==> config.mk <==
export PLATFORM = sky130hd
export DESIGN_NAME = timestamp_arithmetic_unit
export DESIGN_NICKNAME = d
export VERILOG_FILES = /design/src/tsa_pkg.sv /design/src/timestamp_arithmetic_unit.sv /design/src/tsa_regs.sv
export SDC_FILE = /design/constraint.sdc
export NUM_CORES = 2
export LEC_CHECK = 0
export ABC_AREA = 0
export BUFFER_PORTS_ARGS = -buffer_cell sky130_fd_sc_hd__buf_2
export CAP_MARGIN = 20
export CORE_MARGIN = 5
export CORE_UTILIZATION = 50
export CTS_CLUSTER_DIAMETER = 60
export DETAILED_ROUTE_END_ITERATION = 12
export GPL_TIMING_DRIVEN = 0
export HOLD_SLACK_MARGIN = 0.15
export PLACE_DENSITY = 0.74
export SETUP_SLACK_MARGIN = 0.15
export SLEW_MARGIN = 20
export SYNTH_ARGS = -nofsm -noshare
export SYNTH_HDL_FRONTEND = slang
export SYNTH_SLANG_ARGS = --single-unit
==> constraint.sdc <==
create_clock -name clk -period 24.7 [get_ports clk]
set_input_delay 4.94 -clock clk [delete_from_list [all_inputs] [get_ports clk]]
set_output_delay 4.94 -clock clk [all_outputs]
set_load 0.03 [all_outputs]
==> src/tsa_pkg.sv <==
// Shared constants and types for the timestamp arithmetic unit.
package tsa_pkg;

  // Request operation codes.
  localparam logic [2:0] OP_ADD    = 3'd0;
  localparam logic [2:0] OP_SUB    = 3'd1;
  localparam logic [2:0] OP_NEG    = 3'd2;
  localparam logic [2:0] OP_CMP    = 3'd3;
  localparam logic [2:0] OP_WITHIN = 3'd4;

  // Compare result codes.
  localparam logic [1:0] ORD_EQ = 2'd0;
  localparam logic [1:0] ORD_LT = 2'd1;
  localparam logic [1:0] ORD_GT = 2'd2;

  // Configuration register indexes and port widths.
  localparam int CFG_IDX_W  = 2;
  localparam int CFG_DATA_W = 63;
  localparam logic [CFG_IDX_W-1:0] REG_THR_SEC  = 2'd0;
  localparam logic [CFG_IDX_W-1:0] REG_THR_NSEC = 2'd1;
  localparam logic [CFG_IDX_W-1:0] REG_THR_FRAC = 2'd2;

  // One second in nanoseconds, and two seconds, as wide signed constants.
  localparam logic signed [33:0] NS_PER_SEC   = 34'sd1000000000;
  localparam logic signed [33:0] NS_PER_SEC_2 = 34'sd2000000000;

  // Tolerance for the within-threshold test.
  typedef struct packed {
    logic [62:0] sec;
    logic [29:0] nsec;
    logic [31:0] frac;
  } threshold_t;

endpackage

==> src/timestamp_arithmetic_unit.sv <==
// Top level of the timestamp arithmetic unit: a ten-stage arithmetic pipeline.
//
// Usage:
// - Request channel (req_valid/req_ready) carries one word: an operation in
//   req_type and two timestamps A and B (seconds, nanoseconds, 2^-32 ns frac).
// - Result channel (res_valid/res_ready) returns exactly one word per request,
//   in request order: the normalized sum, difference or negation, the compare
//   code in order, or the within-threshold flag in within_res.
// - The tolerance registers are written through cfg_we/cfg_index/cfg_data and
//   must only change while no request is in flight.
// - The pipeline has ten register stages: the request capture and nine
//   working stages. Throughput is one word per cycle while res_ready holds;
//   the depth comes from the within test, which runs three chained
//   subtract/normalize passes, each split into a subtract, a quotient step and
//   a seconds adjust.
// - Reset (rst, synchronous) empties the pipeline and clears the tolerance.
// - When the receiver stalls, words stay in their stages; bubbles ahead of the
//   stall still close up, so the request side keeps accepting until every
//   stage is full.
module timestamp_arithmetic_unit (
  input  logic                           clk,
  input  logic                           rst,
  input  logic                           req_valid,
  output logic                           req_ready,
  input  logic [2:0]                     req_type,
  input  logic signed [63:0]             a_sec,
  input  logic [29:0]                    a_nsec,
  input  logic [31:0]                    a_frac,
  input  logic signed [63:0]             b_sec,
  input  logic [29:0]                    b_nsec,
  input  logic [31:0]                    b_frac,
  output logic                           res_valid,
  input  logic                           res_ready,
  output logic signed [63:0]             res_sec,
  output logic [29:0]                    res_nsec,
  output logic [31:0]                    res_frac,
  output logic [1:0]                     order,
  output logic                           within_res,
  input  logic                           cfg_we,
  input  logic [tsa_pkg::CFG_IDX_W-1:0]  cfg_index,
  input  logic [tsa_pkg::CFG_DATA_W-1:0] cfg_data
);

  // Captured request word.
  typedef struct packed {
    logic [2:0]  op;
    logic [63:0] a_sec;
    logic [29:0] a_nsec;
    logic [31:0] a_frac;
    logic [63:0] b_sec;
    logic [29:0] b_nsec;
    logic [31:0] b_frac;
  } req_t;

  // Working timestamp carried down the pipeline, with a pending second carry.
  typedef struct packed {
    logic [2:0]         op;
    logic [63:0]        sec;
    logic signed [31:0] ns;
    logic [31:0]        frac;
    logic signed [2:0]  q;
    logic [1:0]         order;
    logic               in_tol;
  } work_t;

  tsa_pkg::threshold_t thr;
  req_t                req0;
  work_t               wrk [1:9];
  work_t               nxt [1:9];
  logic [9:0]          v;
  logic [9:0]          en;

  tsa_regs u_regs (
    .clk       (clk),
    .rst       (rst),
    .cfg_we    (cfg_we),
    .cfg_index (cfg_index),
    .cfg_data  (cfg_data),
    .thr       (thr)
  );

  // Subtract B from A over the combined nanosecond and fraction value.
  function automatic work_t f_sub(work_t w, logic [63:0] as, logic [29:0] an,
                                  logic [31:0] af, logic [63:0] bs,
                                  logic [29:0] bn, logic [31:0] bf);
    work_t       r;
    logic [63:0] d;
    r      = w;
    d      = {2'b00, an, af} - {2'b00, bn, bf};
    r.sec  = as - bs;
    r.ns   = $signed(d[63:32]);
    r.frac = d[31:0];
    r.q    = 3'sd0;
    return r;
  endfunction

  // Floor-divide the nanosecond count by one second; keep the remainder.
  function automatic work_t f_norm(work_t w);
    work_t              r;
    logic signed [33:0] x;
    logic signed [33:0] m;
    r = w;
    x = 34'($signed(w.ns));
    if (x < -tsa_pkg::NS_PER_SEC) begin
      r.q = -3'sd2;
      m   = x + tsa_pkg::NS_PER_SEC_2;
    end else if (x < 34'sd0) begin
      r.q = -3'sd1;
      m   = x + tsa_pkg::NS_PER_SEC;
    end else if (x < tsa_pkg::NS_PER_SEC) begin
      r.q = 3'sd0;
      m   = x;
    end else if (x < tsa_pkg::NS_PER_SEC_2) begin
      r.q = 3'sd1;
      m   = x - tsa_pkg::NS_PER_SEC;
    end else begin
      r.q = 3'sd2;
      m   = x - tsa_pkg::NS_PER_SEC_2;
    end
    r.ns = $signed(m[31:0]);
    return r;
  endfunction

  // Fold the pending carry into the seconds.
  function automatic work_t f_adj(work_t w);
    work_t r;
    r     = w;
    r.sec = w.sec + {{61{w.q[2]}}, w.q};
    r.q   = 3'sd0;
    return r;
  endfunction

  // First stage: form the raw sum or difference, or the compare code.
  always_comb begin
    logic [63:0] s;
    nxt[1]    = '0;
    nxt[1].op = req0.op;
    s         = {2'b00, req0.a_nsec, req0.a_frac} + {2'b00, req0.b_nsec, req0.b_frac};
    case (req0.op) inside
      tsa_pkg::OP_ADD: begin
        nxt[1].sec  = req0.a_sec + req0.b_sec;
        nxt[1].ns   = $signed(s[63:32]);
        nxt[1].frac = s[31:0];
      end
      tsa_pkg::OP_SUB, tsa_pkg::OP_WITHIN: begin
        nxt[1] = f_sub(nxt[1], req0.a_sec, req0.a_nsec, req0.a_frac,
                       req0.b_sec, req0.b_nsec, req0.b_frac);
      end
      tsa_pkg::OP_NEG: begin
        nxt[1] = f_sub(nxt[1], 64'd0, 30'd0, 32'd0,
                       req0.a_sec, req0.a_nsec, req0.a_frac);
      end
      tsa_pkg::OP_CMP: begin
        if ({~req0.a_sec[63], req0.a_sec[62:0], req0.a_nsec, req0.a_frac} <
            {~req0.b_sec[63], req0.b_sec[62:0], req0.b_nsec, req0.b_frac}) begin
          nxt[1].order = tsa_pkg::ORD_LT;
        end else if ({req0.a_sec, req0.a_nsec, req0.a_frac} ==
                     {req0.b_sec, req0.b_nsec, req0.b_frac}) begin
          nxt[1].order = tsa_pkg::ORD_EQ;
        end else begin
          nxt[1].order = tsa_pkg::ORD_GT;
        end
      end
      default: ;
    endcase
  end

  // Middle stages: normalize, then for the within test take the magnitude
  // and subtract it from the tolerance, normalizing each time.
  always_comb begin
    nxt[2] = f_norm(wrk[1]);
    nxt[3] = f_adj(wrk[2]);
    nxt[4] = wrk[3];
    if (wrk[3].op == tsa_pkg::OP_WITHIN && wrk[3].sec[63]) begin
      nxt[4] = f_sub(wrk[3], 64'd0, 30'd0, 32'd0,
                     wrk[3].sec, wrk[3].ns[29:0], wrk[3].frac);
    end
    nxt[5] = f_norm(wrk[4]);
    nxt[6] = f_adj(wrk[5]);
    nxt[7] = wrk[6];
    if (wrk[6].op == tsa_pkg::OP_WITHIN) begin
      nxt[7] = f_sub(wrk[6], {1'b0, thr.sec}, thr.nsec, thr.frac,
                     wrk[6].sec, wrk[6].ns[29:0], wrk[6].frac);
    end
    nxt[8] = f_norm(wrk[7]);
  end

  // Last stage: final seconds adjust; the within test keeps only its flag.
  always_comb begin
    nxt[9] = f_adj(wrk[8]);
    if (wrk[8].op == tsa_pkg::OP_WITHIN) begin
      nxt[9].in_tol = ~nxt[9].sec[63];
      nxt[9].sec    = '0;
      nxt[9].ns     = '0;
      nxt[9].frac   = '0;
    end
  end

  // Per-stage advance: a stage loads when it is empty or its word moves on.
  always_comb begin
    en[9] = ~v[9] | res_ready;
    for (int k = 8; k >= 0; k--) begin
      en[k] = ~v[k] | en[k+1];
    end
  end

  assign req_ready = en[0];

  // Valid bits.
  always_ff @(posedge clk) begin
    if (rst) begin
      v <= '0;
    end else begin
      if (en[0]) begin
        v[0] <= req_valid;
      end
      for (int k = 1; k <= 9; k++) begin
        if (en[k]) begin
          v[k] <= v[k-1];
        end
      end
    end
  end

  // Stage payload registers.
  always_ff @(posedge clk) begin
    if (en[0]) begin
      req0 <= '{op: req_type, a_sec: a_sec, a_nsec: a_nsec, a_frac: a_frac,
                b_sec: b_sec, b_nsec: b_nsec, b_frac: b_frac};
    end
    for (int k = 1; k <= 9; k++) begin
      if (en[k]) begin
        wrk[k] <= nxt[k];
      end
    end
  end

  // Result port.
  assign res_valid  = v[9];
  assign res_sec    = $signed(wrk[9].sec);
  assign res_nsec   = wrk[9].ns[29:0];
  assign res_frac   = wrk[9].frac;
  assign order      = wrk[9].order;
  assign within_res = wrk[9].in_tol;

  // Normalized nanoseconds always stay below one second.
  a_nsec_range: assert property (@(posedge clk) disable iff (rst)
    res_valid |-> res_nsec < tsa_pkg::NS_PER_SEC[29:0])
    else $error("result nanoseconds out of range");

  // Only a compare word carries a compare code, and never an unused one.
  a_order_op: assert property (@(posedge clk) disable iff (rst)
    res_valid && order != tsa_pkg::ORD_EQ |->
      wrk[9].op == tsa_pkg::OP_CMP && order != 2'd3)
    else $error("compare code on a non-compare word");

  // Only a within word raises the flag, and then its seconds and fraction are zero.
  a_within_op: assert property (@(posedge clk) disable iff (rst)
    res_valid && within_res |->
      wrk[9].op == tsa_pkg::OP_WITHIN && res_sec == 64'sd0 && res_frac == 32'd0)
    else $error("within flag on a wrong word");

  // The pipeline is empty right after reset.
  a_reset_empty: assert property (@(posedge clk)
    rst |=> !res_valid && v == '0)
    else $error("pipeline not empty after reset");

endmodule

==> src/tsa_regs.sv <==
// Configuration registers holding the within-threshold tolerance.
module tsa_regs (
  input  logic                              clk,
  input  logic                              rst,
  input  logic                              cfg_we,
  input  logic [tsa_pkg::CFG_IDX_W-1:0]     cfg_index,
  input  logic [tsa_pkg::CFG_DATA_W-1:0]    cfg_data,
  output tsa_pkg::threshold_t               thr
);

  // Write decoder; indexes beyond the register list are ignored.
  always_ff @(posedge clk) begin
    if (rst) begin
      thr <= '0;
    end else if (cfg_we) begin
      unique case (cfg_index)
        tsa_pkg::REG_THR_SEC:  thr.sec  <= cfg_data;
        tsa_pkg::REG_THR_NSEC: thr.nsec <= cfg_data[29:0];
        tsa_pkg::REG_THR_FRAC: thr.frac <= cfg_data[31:0];
        default: ;
      endcase
    end
  end

endmodule

==> Word-level counts from Yosys, hierarchy flattened <==
Memories as Yosys holds them, arrays and structs flattened.
Index checks and enable logic that the tools add are counted.
{ "word_totals": {"regBits": 390, "ram_bits": 1233, "memories": 1} }
{ "mem_list": {"columns": ["name", "depth", "word_bits", "rd", "rd_ports_with_merged_regs", "write_ports", "line_no", "source"], "rows": [
  ["wrk", 9, 137, 9, 0, 9, "timestamp_arithmetic_unit.sv:68", "work_t wrk [1:9];"]
]} }
{ "classes": {"n_addsub": 25, "n_lt_le_gt_ge": 13, "n_eq_ne": 10, "muxes": 55, "bitwise_logic": 23, "reduce_logical": 7} }
{ "ops": {"columns": ["op", "count"], "rows": [
  ["128-bit two-way mux", 4],
  ["32-bit two-way mux", 12],
  ["134-bit two-way mux", 2],
  ["64-bit adder", 4],
  ["32-bit by 31-bit less-than comparator with 1-bit output, second input constant", 6],
  ["1-bit by 64-bit subtractor with 64-bit output, first input constant", 2],
  ["126-bit == test", 1],
  ["126-bit less-than comparator", 1],
  ["1-bit by 62-bit subtractor with 63-bit output, first input constant", 2],
  ["62-bit by 62-bit subtractor with 63-bit output", 2],
  ["32-bit by 31-bit adder with 32-bit output, second input constant", 3],
  ["32-bit adder, second input constant", 3],
  ["32-bit by 1-bit less-than comparator with 1-bit output, second input constant", 3],
  ["32-bit less-than comparator, second input constant", 3],
  ["32-bit by 31-bit subtractor with 32-bit output, second input constant", 3],
  ["32-bit subtractor, second input constant", 3],
  ["63-bit by 64-bit subtractor with 64-bit output", 1],
  ["64-bit subtractor", 1],
  ["62-bit by 62-bit adder with 63-bit output", 1],
  ["2-bit two-way mux", 12],
  ["1-bit two-way mux", 19],
  ["3-bit two-way mux", 6],
  ["1-bit NOT", 13],
  ["3-bit == test, second input constant", 4],
  ["other kinds (10)", 22]
]} }

==> Longest topological paths before layout <==
{ "depth": {"word_depth": 12, "depth_mapped": 20} }

==> Cells and area by module <==
Synthesis repeated with hierarchy kept, for this count alone.
{ "hier_totals": {"cells_unflattened": 9619, "area_unflattened_um2": 97218.2} }
{ "modules_own_cells": {"columns": ["module", "instances", "cells_each", "area_each_um2", "seq_area_each_um2"], "rows": [
  ["timestamp_arithmetic_unit", 1, 9143, 92040.8, 43892.1],
  ["tsa_regs", 1, 476, 5177.5, 2502.4]
]} }

==> Worst setup path after synthesis <==
No wires, ideal clock.
{ "synth_path": {"path_kind": "input to output", "startpoint": "input port res_ready", "endpoint": "output port req_ready", "arrival_ps": 17454, "t_required_ps": 19760, "slack_ps": 2306, "cell_stages": 6, "n_path_buf": 0, "cell_sequence": "nor2b_1 > and2_1 > and3_1 > nand3_1 > nor2_1 > nand4_1"} }
{ "synth_between": {"elab_chain_len": 10} }
{ "synth_rtl": {"columns": ["element", "line_no", "source"], "rows": [
  ["from (decl)", "timestamp_arithmetic_unit.sv:33", "input logic res_ready,"],
  ["1-bit bitwise OR", "timestamp_arithmetic_unit.sv:201", "en[9] = ~v[9] | res_ready;"],
  ["1-bit bitwise OR (5 in a row)", "timestamp_arithmetic_unit.sv:203", "en[k] = ~v[k] | en[k+1];"],
  ["named net en[4]", "timestamp_arithmetic_unit.sv:71", "logic [9:0] en;"],
  ["1-bit bitwise OR (4 in a row)", "timestamp_arithmetic_unit.sv:203", null],
  ["to (decl)", "timestamp_arithmetic_unit.sv:24", "output logic req_ready,"]
]} }
The timed path passes the listed nets, and every way through them passes these cells.

==> Worst setup path after layout <==
Ends and elaborated chain as after synthesis.

==> impl_results.rst <==
.. list-table::
   :header-rows: 1

   * - Metric
     - Value
   * - Number of vias per cell
     - 6.07
   * - Placer's final routability congestion estimate
     - around 0.99
   * - Overflow left after global routing
     - 0
   * - Height of the die
     - ~450 um
   * - Number of hold buffers added after cts
     - 0
   * - Number of pins exceeding their max-slew limit in the final report
     - 0
   * - Internal power component
     - between 7 and 8 mW
   * - Antenna violation net count after detailed routing
     - 0
   * - Latest clock arrival within the worst-skew pair
     - roughly 0.85 ns
   * - Flip-flop and latch count after synthesis
     - about 1.6k
   * - Leakage power
     - between 40 and 50 nW
   * - Worst reg2reg endpoint
     - wrk[0][196]$_DFFE_PP_
   * - Top post-synthesis cells by area
     - sky130_fd_sc_hd__edfxtp_1 45%, sky130_fd_sc_hd__ha_1 7.7%, sky130_fd_sc_hd__a21oi_1 4.9%
   * - Cell Pwr Density
     - 110 nW/um^2
   * - Nature of the critical path startpoint
     - input port
   * - Filler cell count in the final layout
     - about 17k
   * - Gate Count Post-Synth
     - about 9.7k
   * - Classification of the worst-slack hold path
     - flop to flop
   * - Global router's overall resource usage
     - a little under a third
   * - Count of yosys warnings during synthesis
     - 0
   * - Cell area after placement
     - 103,000 um^2
   * - Final HPWL from detailed placement
     - ~260 mm
   * - Synth-to-Final Area Change
     - 12.9%
   * - Unrepaired setup endpoints after global routing
     - no
   * - CTS Root Buffer Type
     - sky130_fd_sc_hd__clkbuf_16
   * - Synthesized area per cell
     - approximately 9.9 um^2
   * - Number of violations of the max-capacitance limit
     - 0
   * - Final net count
     - ~11k
   * - Vias
     - between 70k and 80k
   * - Min setup slack post-route
     - between 10 and 15 ns
   * - Clock tree from TritonCTS
     - yes
   * - Global-route wire length before repair
     - about 480 mm
   * - Part of the power in combinational logic
     - 40.9%
   * - Dominant register cell in the synthesized netlist
     - sky130_fd_sc_hd__edfxtp_1
   * - Die ar.
     - just over 200,000 um^2
   * - Overall die width
     - 450 um
   * - Number of instances resized during post-cts repair
     - 0
   * - Share of cells above drive strength 1
     - approximately a tenth
   * - Cell Count, Final, Fillers Out
     - about 13k
   * - Starting Density
     - about half
   * - Fin crit period
     - between 10 and 15 ns
   * - DRC violation count after routing
     - 0
   * - Post-Synthesis Net Count
     - between 10k and 15k
   * - Routed length per instance
     - roughly 25 um
   * - Clock transition time at the flip-flop clock pins of the worst setup and hold paths
     - ~0.06 ns
   * - Critical Path Sink
     - req_ready
   * - CP arrival
     - a little over 9 ns
   * - Total number of H-tree levels
     - 4
   * - Vias in the first global route
     - around 76k
   * - Highest clock rate
     - about 70 MHz
   * - FF-to-FF setup slack
     - 18.60 ns
   * - I/O Pins
     - 456
   * - Number of setup buffers added after CTS
     - 0
   * - Hold violation count in the final report
     - 0
   * - Fraction of power spent switching nets
     - 38.2%
   * - Top cells by count, synth
     - 1,455 x sky130_fd_sc_hd__edfxtp_1, 950 x sky130_fd_sc_hd__a21oi_1, 915 x sky130_fd_sc_hd__nand2_1
   * - Count of flip-flops with a built-in enable after synthesis
     - 1,455
   * - Initial antenna violation count
     - 22
   * - Sort of element at the end of the critical path
     - output pin
   * - Length in cells of the worst reg-to-reg path
     - 13
   * - Clock net sink count
     - about 1.6k
   * - Critical Path RT
     - slightly below 20 ns
   * - Worst Path Max Fanout
     - 37
   * - Setup WS pre-CTS
     - 10.41 ns
   * - Post-route standard cell area excluding fillers
     - 109,000 um^2
   * - Pin count of the biggest net entering global routing
     - 94
   * - Cts bufs inserted
     - around 180
   * - Ys async rst share
     - 0%
   * - Power dissipated by switching net loads
     - between 4 and 5 mW
   * - Detailed Route WL
     - approximately 320 mm
   * - Max transition margin
     - 15.8%
   * - Worst Skew
     - ~0.039 ns
   * - Core area
     - around 190,000 um^2
   * - First-iteration detailed-routing DRC count
     - about 7.5k
   * - Rows
     - roughly 160
   * - Post-synthesis sequential area ratio
     - around 48%
   * - Placed cell count
     - 12.7k
   * - Max Root-Sink Buffers
     - 3
   * - Worst IR Drop VDD
     - about 66 uV
   * - Clock power share
     - between 20% and 30%
   * - Mapped cell area
     - ~97,000 um^2
   * - Number of distinct library cells after synthesis
     - approximately 100
   * - Critical path launch point
     - res_ready
   * - Share of the synthesized area in the top cell type
     - 45.2%
   * - Most numerous cell in the Yosys netlist
     - sky130_fd_sc_hd__edfxtp_1
   * - Synth area leader
     - sky130_fd_sc_hd__edfxtp_1
   * - Kind of critical path
     - input port to output pin
   * - Endpoints failing setup
     - 0
   * - Power share of the sequential group
     - about 37%
   * - Final period utilization
     - approximately 58%
   * - Slew of the pin with the lowest slew margin
     - between 1 and 1.5 ns
   * - Reg-to-reg critical path startpoint
     - req0[134]$_DFFE_PP_
   * - Input/output buffers
     - ~450
   * - Number of iterations in the first detailed-routing pass
     - 8
   * - Result of the run
     - finished clean
power groups by stage:
stage / Clock, mW / Sequential [mW] / Combinational (mW)
floorplan: 0 / 4.30 / 3.61
detailed placement: 0 / 4.49 / 4.82
CTS: 2.73 / 4.44 / 4.85
finish: 2.67 / 4.44 / 4.92
global placement: 0 / 4.49 / 4.72
global route: 2.85 / 4.52 / 5.42
worst max-delay path, stage by stage:
cell                      delay [ns]
sky130_fd_sc_hd__buf_2          0.09
sky130_fd_sc_hd__nor2b_1        0.32
sky130_fd_sc_hd__and2_1         0.39
sky130_fd_sc_hd__and3_1         0.47
sky130_fd_sc_hd__nand3_4        0.54
sky130_fd_sc_hd__nor2_1         0.81
sky130_fd_sc_hd__nand4_1        0.52
sky130_fd_sc_hd__buf_6          0.33
sky130_fd_sc_hd__buf_6          0.17
sky130_fd_sc_hd__buf_6          0.17
sky130_fd_sc_hd__buf_6          0.17
sky130_fd_sc_hd__buf_6          0.17
sky130_fd_sc_hd__buf_2          0.19
kinds of logic (layout without fill, tap and decap cells):
kind of cell	count (synthesis)	count (layout)	share of synthesized area, %
and+or+nand+nor	2759	2759	13.6
other	0	8	0
DFF	1590	1590	48.0
muxes	13	13	0.137
xor gates and xnor gates	590	590	5.35
buffers and inverters	1134	1966	4.92
adders and majority gates	600	600	7.84
AOI/OAI and AO/OA	3030	3030	20.1
worst min path at each step:
stage	slack, ns	depth (start not counted)	to	start
6_report	0.41	0	wrk[0][427]$_DFFE_PP_	wrk[0][290]$_DFFE_PP_
5_1_grt	0.41	0	wrk[0][365]$_DFFE_PP_	wrk[0][228]$_DFFE_PP_
4_1_cts	0.41	0	wrk[0][365]$_DFFE_PP_	wrk[0][228]$_DFFE_PP_
3_5_place_dp	0.40	0	wrk[0][1124]$_DFFE_PP_	wrk[0][987]$_DFFE_PP_
3_3_place_gp	0.40	0	wrk[0][356]$_DFFE_PP_	wrk[0][219]$_DFFE_PP_
2_1_floorplan	0.40	0	wrk[0][1097]$_DFFE_PP_	wrk[0][960]$_DFFE_PP_
per-stage QoR:
stage          setup TNS [ns]  hold slack, ns  utilization [%]  power (mW)
6_report                    0           0.412             56.7        12.0
5_1_grt                     0           0.409             56.7        12.8
4_1_cts                     0           0.405             56.7        12.0
3_5_place_dp                0           0.405             53.5        9.31
3_3_place_gp          -242.61           0.401             53.0        9.22
2_1_floorplan               0           0.400                -        7.91
routing by layer:
layer,vias up,GRT usage (%),routed length (um)
met5,-,0,115
li1,37381,-,-
met3,745,3.95,20600
met4,18,15.7,19200
met2,3281,50.9,150000
met1,38003,40.2,133000
sequential cells by signal, indices dropped and copies added, names as in the netlist:
| name | count |
|---|---|
| wrk | 1200 |
| req0 | 252 |
| u_regs.thr | 125 |
| v | 10 |
| nxt | 3 |
cells in the final DEF (no fill, tap or decap), types with 86 or more instances in the layout:
cell type                   instances
sky130_fd_sc_hd__a21o_1           290
sky130_fd_sc_hd__nor2_1           682
sky130_fd_sc_hd__o21bai_1         156
sky130_fd_sc_hd__nand2b_1          93
sky130_fd_sc_hd__o22ai_1          123
sky130_fd_sc_hd__nor3_1           186
sky130_fd_sc_hd__inv_1            523
sky130_fd_sc_hd__buf_4            128
sky130_fd_sc_hd__clkbuf_1         436
sky130_fd_sc_hd__nand2_1          912
sky130_fd_sc_hd__nand4_1          157
sky130_fd_sc_hd__xnor2_1          341
sky130_fd_sc_hd__edfxtp_1        1455
sky130_fd_sc_hd__xor2_1           249
sky130_fd_sc_hd__a21oi_1          950
sky130_fd_sc_hd__a31oi_1           87
sky130_fd_sc_hd__buf_2            473
sky130_fd_sc_hd__a211oi_1          90
sky130_fd_sc_hd__dfxtp_1          135
sky130_fd_sc_hd__and2_1           109
sky130_fd_sc_hd__nand3_1          158
sky130_fd_sc_hd__o21ai_0          607
sky130_fd_sc_hd__o31ai_1           94
sky130_fd_sc_hd__ha_1             591
sky130_fd_sc_hd__a221oi_1          92
sky130_fd_sc_hd__clkbuf_16        176
sky130_fd_sc_hd__nor4_1            86
area by class of cell:
| type | instances | area (um^2) | area share (%) |
|---|---|---|---|
| clock inverters | 130 | 1570 | 1.44 |
| repair buffers | 501 | 3070 | 2.81 |
| well taps | 2526 | 3160 | 2.90 |
| plain buffers | 602 | 2800 | 2.57 |
| diodes | 8 | 20.0 | 0.0183 |
| multi-input cells | 6992 | 45500 | 41.7 |
| flip-flops and latches | 1590 | 46400 | 42.5 |
| clock buffers | 201 | 4530 | 4.15 |
| inverters | 532 | 2020 | 1.85 |
Note: power is estimated with default switching activity, not from simulation.
